`src/sv/dim_pkg.sv`:
```
// shared types, widths and table-building functions for the dilepton mass block
package dim_pkg;

    localparam int COUNT_W = 8;
    localparam int PT_W    = 13;
    localparam int ANGLE_W = 12;
    localparam int MASS_W  = 16;

    localparam logic [COUNT_W-1:0] MIN_OBJECTS = 8'd2;

    // table value widths (q30)
    localparam int COS_W  = 32;
    localparam int COSH_W = 53;

    // product path widths
    localparam int PP_W   = 2 * PT_W;
    localparam int P_W    = PP_W + 1;
    localparam int D_W    = 53;
    localparam int DL_W   = 27;
    localparam int DH_W   = D_W - DL_W;
    localparam int MLO_W  = P_W + DL_W;
    localparam int MHI_W  = P_W + DH_W;
    localparam int FULL_W = MHI_W + DL_W + 1;
    localparam int SQ_SHIFT = 14;
    localparam int S_W    = 64 - SQ_SHIFT;

    // square root pipeline
    localparam int SQ_IN_W            = 56;
    localparam int SQ_ROOT_W          = SQ_IN_W / 2;
    localparam int SQ_REM_W           = SQ_ROOT_W + 2;
    localparam int SQ_STEPS_PER_STAGE = 4;
    localparam int SQ_STAGES          = SQ_ROOT_W / SQ_STEPS_PER_STAGE;
    localparam int ROUND_HALF         = 128;
    localparam int ROUND_SHIFT        = 8;

    localparam logic [63:0] ONE_Q32   = 64'h1_0000_0000;
    localparam logic [63:0] LOW32     = 64'hFFFF_FFFF;
    localparam logic [63:0] PI_Q40    = 64'h3243F6A8886;
    localparam logic [63:0] E_Q32     = 64'h2B7E15163;
    localparam logic [63:0] INV_E_Q32 = 64'h5E2D58D9;

    typedef struct packed {
        logic [COUNT_W-1:0]        object_count;
        logic [PT_W-1:0]           pt_a;
        logic signed [ANGLE_W-1:0] eta_a;
        logic signed [ANGLE_W-1:0] phi_a;
        logic [PT_W-1:0]           pt_b;
        logic signed [ANGLE_W-1:0] eta_b;
        logic signed [ANGLE_W-1:0] phi_b;
    } dim_in_t;

    typedef struct packed {
        logic [MASS_W-1:0] mass;
        logic              mass_valid;
        logic              mass_saturated;
    } dim_out_t;

    typedef struct packed {
        logic ok;
        logic sat;
    } dim_side_t;

    // q32 multiply, upper product bits kept modulo 2^64
    function automatic logic [63:0] mulq(input logic [63:0] a, input logic [63:0] b);
        logic [63:0] ah, al, bh, bl;
        ah = a >> 32;
        al = a & LOW32;
        bh = b >> 32;
        bl = b & LOW32;
        return ((ah * bh) << 32) + ah * bl + al * bh + ((al * bl) >> 32);
    endfunction

    function automatic logic [63:0] div_cos(input logic [63:0] v, input int n);
        logic [63:0] q;
        case (n)
            1: q = v / 64'd2;
            2: q = v / 64'd12;
            3: q = v / 64'd30;
            4: q = v / 64'd56;
            5: q = v / 64'd90;
            6: q = v / 64'd132;
            7: q = v / 64'd182;
            8: q = v / 64'd240;
            default: q = v;
        endcase
        return q;
    endfunction

    function automatic logic [63:0] div_sin(input logic [63:0] v, input int n);
        logic [63:0] q;
        case (n)
            1: q = v / 64'd6;
            2: q = v / 64'd20;
            3: q = v / 64'd42;
            4: q = v / 64'd72;
            5: q = v / 64'd110;
            6: q = v / 64'd156;
            7: q = v / 64'd210;
            8: q = v / 64'd272;
            default: q = v;
        endcase
        return q;
    endfunction

    function automatic logic [63:0] div_fact(input logic [63:0] v, input int n);
        logic [63:0] q;
        case (n)
            1: q = v;
            2: q = v / 64'd2;
            3: q = v / 64'd3;
            4: q = v / 64'd4;
            5: q = v / 64'd5;
            6: q = v / 64'd6;
            7: q = v / 64'd7;
            8: q = v / 64'd8;
            9: q = v / 64'd9;
            10: q = v / 64'd10;
            11: q = v / 64'd11;
            12: q = v / 64'd12;
            default: q = v;
        endcase
        return q;
    endfunction

    // cos(x), x in q32 within the first octant
    function automatic logic [63:0] cos_series(input logic [63:0] x);
        logic [63:0] x2, term;
        logic signed [63:0] sum;
        x2 = mulq(x, x);
        term = ONE_Q32;
        sum = $signed(ONE_Q32);
        for (int n = 1; n <= 8; n++)
        begin
            term = div_cos(mulq(term, x2), n);
            if (n % 2 == 1)
                sum = sum - $signed(term);
            else
                sum = sum + $signed(term);
        end
        return (sum < 0) ? 64'd0 : sum;
    endfunction

    // sin(x), x in q32 within the first octant
    function automatic logic [63:0] sin_series(input logic [63:0] x);
        logic [63:0] x2, term;
        logic signed [63:0] sum;
        x2 = mulq(x, x);
        term = x;
        sum = $signed(x);
        for (int n = 1; n <= 8; n++)
        begin
            term = div_sin(mulq(term, x2), n);
            if (n % 2 == 1)
                sum = sum - $signed(term);
            else
                sum = sum + $signed(term);
        end
        return (sum < 0) ? 64'd0 : sum;
    endfunction

    function automatic logic [63:0] turn_angle(input logic [63:0] k, input int tb);
        logic [63:0] p;
        p = k * PI_Q40;
        return (p + (64'd1 << (6 + tb))) >> (7 + tb);
    endfunction

    // cos table entry k of a 2^tb entry full-turn table, q30 signed
    function automatic logic signed [COS_W-1:0] cos_entry(input logic [63:0] k_in,
                                                          input int tb);
        logic [63:0] n, k, v;
        logic neg;
        logic signed [COS_W-1:0] ret;
        n = 64'd1 << tb;
        k = k_in & (n - 64'd1);
        neg = 1'b0;
        if (k > (n >> 1))
            k = n - k;
        if (k > (n >> 2))
        begin
            k = (n >> 1) - k;
            neg = 1'b1;
        end
        if (k > (n >> 3))
            v = sin_series(turn_angle((n >> 2) - k, tb));
        else
            v = cos_series(turn_angle(k, tb));
        v = (v + 64'd2) >> 2;
        ret = COS_W'(v);
        if (neg)
            ret = -ret;
        return ret;
    endfunction

    // cosh(m/256) in q30
    function automatic logic [COSH_W-1:0] cosh_entry(input logic [63:0] m);
        logic [63:0] f, term, pos, pw, nw, cnt, sum;
        logic signed [63:0] negs;
        f = (m & 64'd255) << 24;
        term = ONE_Q32;
        pos = ONE_Q32;
        pw = ONE_Q32;
        nw = ONE_Q32;
        negs = $signed(ONE_Q32);
        for (int n = 1; n <= 12; n++)
        begin
            term = div_fact(mulq(term, f), n);
            pos = pos + term;
            if (n % 2 == 1)
                negs = negs - $signed(term);
            else
                negs = negs + $signed(term);
        end
        if (negs < 0)
            negs = 64'sd0;
        cnt = (m >> 8) & 64'd15;
        for (int i = 0; i < 15; i++)
        begin
            if (64'(i) < cnt)
            begin
                pw = mulq(pw, E_Q32);
                nw = mulq(nw, INV_E_Q32);
            end
        end
        pos = mulq(pw, pos);
        sum = (pos + mulq(nw, negs) + 64'd4) >> 3;
        return sum[COSH_W-1:0];
    endfunction

endpackage

```
`src/sv/dim_isqrt.sv`:
```
// pipelined restoring integer square root, four root bits per stage
module dim_isqrt
    import dim_pkg::*;
(
    input  logic                  clk,
    input  logic                  rst_n,
    input  logic                  en,
    input  logic                  in_valid,
    input  dim_side_t             in_side,
    input  logic [SQ_IN_W-1:0]    radicand,
    output logic                  out_valid,
    output dim_side_t             out_side,
    output logic [SQ_ROOT_W-1:0]  root
);
    logic [SQ_STAGES-1:0]  valid_reg;
    dim_side_t             side_reg [SQ_STAGES];
    logic [SQ_IN_W-1:0]    rad_reg  [SQ_STAGES];
    logic [SQ_REM_W-1:0]   rem_reg  [SQ_STAGES];
    logic [SQ_ROOT_W-1:0]  root_reg [SQ_STAGES];

    for (genvar s = 0; s < SQ_STAGES; s++)
    begin : g_stage
        logic                 valid_in;
        dim_side_t            side_in;
        logic [SQ_IN_W-1:0]   rad_in, rad_next;
        logic [SQ_REM_W-1:0]  rem_in, rem_next;
        logic [SQ_ROOT_W-1:0] root_in, root_next;

        if (s == 0)
        begin : g_first
            assign valid_in = in_valid;
            assign side_in  = in_side;
            assign rad_in   = radicand;
            assign rem_in   = '0;
            assign root_in  = '0;
        end
        else
        begin : g_next
            assign valid_in = valid_reg[s-1];
            assign side_in  = side_reg[s-1];
            assign rad_in   = rad_reg[s-1];
            assign rem_in   = rem_reg[s-1];
            assign root_in  = root_reg[s-1];
        end

        // bring down two radicand bits, try root*4+1
        always_comb
        begin
            rad_next  = rad_in;
            rem_next  = rem_in;
            root_next = root_in;
            for (int k = 0; k < SQ_STEPS_PER_STAGE; k++)
            begin
                rem_next = {rem_next[SQ_REM_W-3:0], rad_next[SQ_IN_W-1 -: 2]};
                rad_next = {rad_next[SQ_IN_W-3:0], 2'b00};
                if (rem_next >= {root_next, 2'b01})
                begin
                    rem_next  = rem_next - {root_next, 2'b01};
                    root_next = {root_next[SQ_ROOT_W-2:0], 1'b1};
                end
                else
                begin
                    root_next = {root_next[SQ_ROOT_W-2:0], 1'b0};
                end
            end
        end

        always_ff @(posedge clk or negedge rst_n)
        begin
            if (!rst_n)
            begin
                valid_reg[s] <= 1'b0;
            end
            else if (en)
            begin
                valid_reg[s] <= valid_in;
            end
        end

        always_ff @(posedge clk)
        begin
            if (en)
            begin
                side_reg[s] <= side_in;
                rad_reg[s]  <= rad_next;
                rem_reg[s]  <= rem_next;
                root_reg[s] <= root_next;
            end
        end
    end

    assign out_valid = valid_reg[SQ_STAGES-1];
    assign out_side  = side_reg[SQ_STAGES-1];
    assign root      = root_reg[SQ_STAGES-1];
endmodule

```
`config.mk`:
```
export PLATFORM = sky130hd
export DESIGN_NAME = dim_isqrt
export DESIGN_NICKNAME = d
export VERILOG_FILES = /design/src/sv/dim_pkg.sv /design/src/sv/dim_isqrt.sv
export SDC_FILE = /design/constraint.sdc
export NUM_CORES = 2
export LEC_CHECK = 0
export ABC_AREA = 1
export BUFFER_PORTS_ARGS = -buffer_cell sky130_fd_sc_hd__buf_2
export CAP_MARGIN = 20
export CELL_PAD_IN_SITES_DETAIL_PLACEMENT = 0
export CELL_PAD_IN_SITES_GLOBAL_PLACEMENT = 1
export CORE_MARGIN = 3
export CORE_UTILIZATION = 45
export CTS_CLUSTER_DIAMETER = 120
export CTS_CLUSTER_SIZE = 8
export DETAILED_ROUTE_END_ITERATION = 10
export PLACE_DENSITY_LB_ADDON = 0.1
export SETUP_SLACK_MARGIN = 0.1
export SYNTH_ARGS = -nofsm -noshare
export SYNTH_HDL_FRONTEND = slang
export SYNTH_SLANG_ARGS = --single-unit
```
`constraint.sdc`:
```
create_clock -name clk -period 9.9 [get_ports clk]
set_input_delay 1.98 -clock clk [delete_from_list [all_inputs] [get_ports clk]]
set_output_delay 1.98 -clock clk [all_outputs]
set_load 0.03 [all_outputs]
```
# Word-level counts from Yosys, hierarchy flattened
# Memory sizes are Yosys's and may differ from the RTL's.
# Index checks and enable logic that the tools add are counted.
# op_classes
n_lt_le_gt_ge,28
muxes,58
add_sub_neg,28
# ops
operator,n
30-bit >= comparator,24
28-bit 2-to-1 mux,21
28-bit subtractor,18
30-bit 2-to-1 mux,7
30-bit subtractor,6
30-bit by 3-bit >= comparator with 1-bit output,1
30-bit by 4-bit >= comparator with 1-bit output,1
30-bit by 5-bit >= comparator with 1-bit output,1
1-bit 2-to-1 mux,30
30-bit by 5-bit subtractor with 30-bit output,1
28-bit by 3-bit subtractor with 28-bit output,1
28-bit by 4-bit subtractor with 28-bit output,1
"2-bit by 1-bit subtractor with 3-bit output, second input constant",1
"2-bit by 1-bit >= comparator with 1-bit output, second input constant",1
# totals
n_memories,4
mem_bits_rw,756
regBits,7
inputBits,62
# memory_table
memory,depth,width,rd,rd_ports_with_merged_regs,wr,line_no,rtl
rad_reg,7,48,6,0,7,dim_isqrt.sv:17,logic [SQ_IN_W-1:0] rad_reg [SQ_STAGES];
rem_reg,7,30,6,0,7,dim_isqrt.sv:18,logic [SQ_REM_W-1:0] rem_reg [SQ_STAGES];
root_reg,7,28,7,0,7,dim_isqrt.sv:19,logic [SQ_ROOT_W-1:0] root_reg [SQ_STAGES];
side_reg,7,2,7,0,7,dim_isqrt.sv:16,dim_side_t side_reg [SQ_STAGES];

# Depth between registers and ports, before layout
# An unclocked memory read counts as a cell.
# depth
ltp_word,9
ltp_mapped,63
depth_no_buf,57

# Worst setup path before layout
# No wires, ideal clock.
# synth_timing
kind,register to register
start,memory root_reg[4][13] in the netlist's numbering
end,memory rem_reg[5][12] in the netlist's numbering (data pin)
required_time_ps,9647
synth_period_minus_slack_ps,7966
setup_time_ps,253
stages_incl_launch_ff,58
path_slack_ps,1934
arrival_time_ps,7713
cell_sequence,edfxtp_1 > inv_1 > ha_1 > nand2_1 > nor2_1 > nand2_1 > nor3_1 > nor2_1 > nand2_2 > buf_2 > buf_1 > nand2_1 > o21ai_0 > inv_1 > ha_1 > nand2_1 > nor2_1 > inv_1 > [22 not listed] > clkbuf_1 > nand2_1 > o21ai_0 > ha_1 > nand2_1 > nor2_1 > inv_1 > nor3_1 > nand3_1 > nor2_1 > nand2_1 > nand3_1 > nor2_1 > nand2_2 > inv_4 > buf_4 > nand2_1 > nand2_1
# synth_rtl
item,line_no
from (decl),dim_isqrt.sv:19
to (decl),dim_isqrt.sv:18

==> qor.csv <==
metric;value;unit
Yosys top cell by area;edfxtp_1;
mean post-synth cell area;6.34;sq um
largest net degree at the start of global routing;160;
simple-gate portion of the synthesized area;37.9;%
maximum buffer depth of the clock tree;3;
remaining global-route overflow;0;
Tmin final;9230;ps
Placer Congestion;0.987;
max incr delay on CP;470;ps
Cell variety after synth;63;
Seq/Total Area, Yosys;25.3;%
dominant synthesized flop cell;edfxtp_1;
Pre-antenna DRT Iters;6;
Worst Slack Setup Final;674;ps
unrepaired setup endpoints after global routing;no;
total number of vias;57400;
Final Cycle Share;93.2;%
post-synth design cell area;55500;sq um
Post-Synth Adder-Cell Area;9.81;%
fillcell total;12800;
Post-synth EDFFs;462;
MaxCap Viol Count;0;
placed instance area;58400;sq um
Cell Rows;128;
xor-xnor portion of the synthesized cell area;5.46;%
Sink Count;469;
largest cells by area after synthesis;edfxtp_1, nand2_1, ha_1;
P&R area growth vs syn;9.57;%
Setup crit start kind;register;
initial DRC count;4958;
routed len/inst;19.0;um
nets@finish;9461;
Final Hold Vio Count;0;
post-synthesis mux area share;0.0564;%
clk_skew;52.8;ps
post-synthesis cell count;8751;
share of post-route cells with drive strength above 1;6.84;%
critical path type;reg -> reg;
H-tree depth;3;
Die ar.;127000;sq um
Core ar.;122000;sq um
CTS tree;built;
first-pass GRT wire length;307000;um
Setup WS pre-CTS;-442;ps
Skew-Pair Late Insertion Delay;710;ps
Routed Antenna Nets;0;
post-route DRC violation count;0;
worst path bufs/invs;10;
critical path required time;10320;ps
Slew Limit Fails;0;
Yosys reg bits;469;
most instantiated cells after synthesis;nand2_1, inv_1, nor2_1;
largest family of logic cells by synthesized area;simple AND/OR/NAND/NOR gates;
most frequent cell after synthesis;nand2_1;
final wirelength;201000;um
worst rel slew slack;33.6;%
clock root cell;clkbuf_16;
asr flop ratio synth;1.49;%
Vias/cell;5.41;
input/output buffers;92;
status;completed;
via count of the first global-routing pass;53300;
Die H;357;um
Compound-Gate Fraction of Synth Area;11.6;%
die width;357;um
data arrival time of the critical path;9650;ps
final setup vio count;0;
CP top delay family;simple AND/OR/NAND/NOR gates;
most used cell, CP;nand2_1;
Initial Util;45.4;%
initial antenna violation count;2;
fmax;0.108;GHz
top-area cell type share of the netlist area;25.0;%
Total GRT Usage;30.7;%
fin area;60800;sq um
Ys Warns;0;
worst hold slack;377;ps
IO Count;93;
placed wire-length estimate;167000;um
CTS Hold Bufs;0;
min-delay worst type;reg -> reg;
clk slew on worst S/H paths;60;ps
Slowest cell on crit path;ha_2;
slew of the pin with the lowest slew margin;996;ps
Setup crit end kind;register;
Num CTS Buffers;71;
CP max FO;28;
-- through the flow --
step / std cells / utilization (%) / TNS [ps]
6_report: 10600 / 49.8 / 0
5_1_grt: 10600 / 49.8 / 0
4_1_cts: 10600 / 49.6 / 0
3_5_place_dp: 10500 / 47.9 / -8170
3_3_place_gp: 10500 / 47.9 / -11540
2_1_floorplan: 8754 / - / 0
-- path summary, 6_finish.rpt --
path                            startpoint                  end  slack (ps)  cells past startpoint
max in group asynchronous            rst_n  g_stage[5].valid_in        8600                      1
min in group asynchronous            rst_n  g_stage[1].valid_in        1130                      1
setup reg to reg           root_reg[2][11]        rem_reg[3][1]         670                     46
hold reg to reg             rad_reg[2][33]       rad_reg[3][41]         380                      0
setup / recovery           root_reg[2][11]        rem_reg[3][1]         670                     46
hold / removal              rad_reg[2][33]       rad_reg[3][41]         380                      0
-- routing by layer --
metal / track usage [%] / part of all wire (%) / up-vias
met3: 2.89 / 5.2 / 285
met5: 0 / 0 / -
li1: - / - / 29000
met4: 8.97 / 3.1 / 0
met1: 42.0 / 46 / 26500
met2: 51.6 / 46 / 1718
-- area by class of cell --
cell class	count	area [sq um]	area share, %
inverter	1276	4830	7.94
timing repair inverter	6	45.0	0.0741
antenna	3	7.51	0.0124
sequential	469	14000	23.1
multi-input combinational	6904	36100	59.4
timing repair buffer	236	1690	2.78
clock buffer	79	1810	2.97
clock inverter	13	220	0.362
tap	1625	2030	3.35
-- kinds of logic (layout without fill, tap and decap cells) --
kind of cell | count (synthesis) | after routing
adders and majority gates | 435 | 435
DFF | 469 | 469
and+or+nand+nor | 4944 | 4945
muxes | 3 | 3
xor gates and xnor gates | 346 | 346
AOI/OAI and AO/OA | 1171 | 1171
buffers and inverters | 1382 | 1610
other | 1 | 7
-- cell usage in the layout, fill, tap and decap left out, types with 53 or more instances in the layout --
| master | count |
|---|---|
| nand2_1 | 2816 |
| inv_1 | 1222 |
| nor2_1 | 926 |
| nand3_1 | 620 |
| o21ai_0 | 466 |
| edfxtp_1 | 462 |
| a21oi_1 | 453 |
| ha_1 | 434 |
| xnor2_1 | 186 |
| nand4_1 | 182 |
| xor2_1 | 160 |
| buf_4 | 131 |
| nor3_1 | 122 |
| buf_2 | 91 |
| clkbuf_16 | 71 |
| nand2_2 | 59 |
| o21a_1 | 53 |
-- timing repair --
item,CTS,global route
pin swaps,1,2
setup endpoints to repair,29,72
resized for setup,10,54
buffers inserted,2,9
endpoints found under the hold margin,0,0
gates cloned,0,7
Power is left out: the tool's default activity adds up to more than one toggle a clock period on the data nets, which glitch-free logic cannot reach.
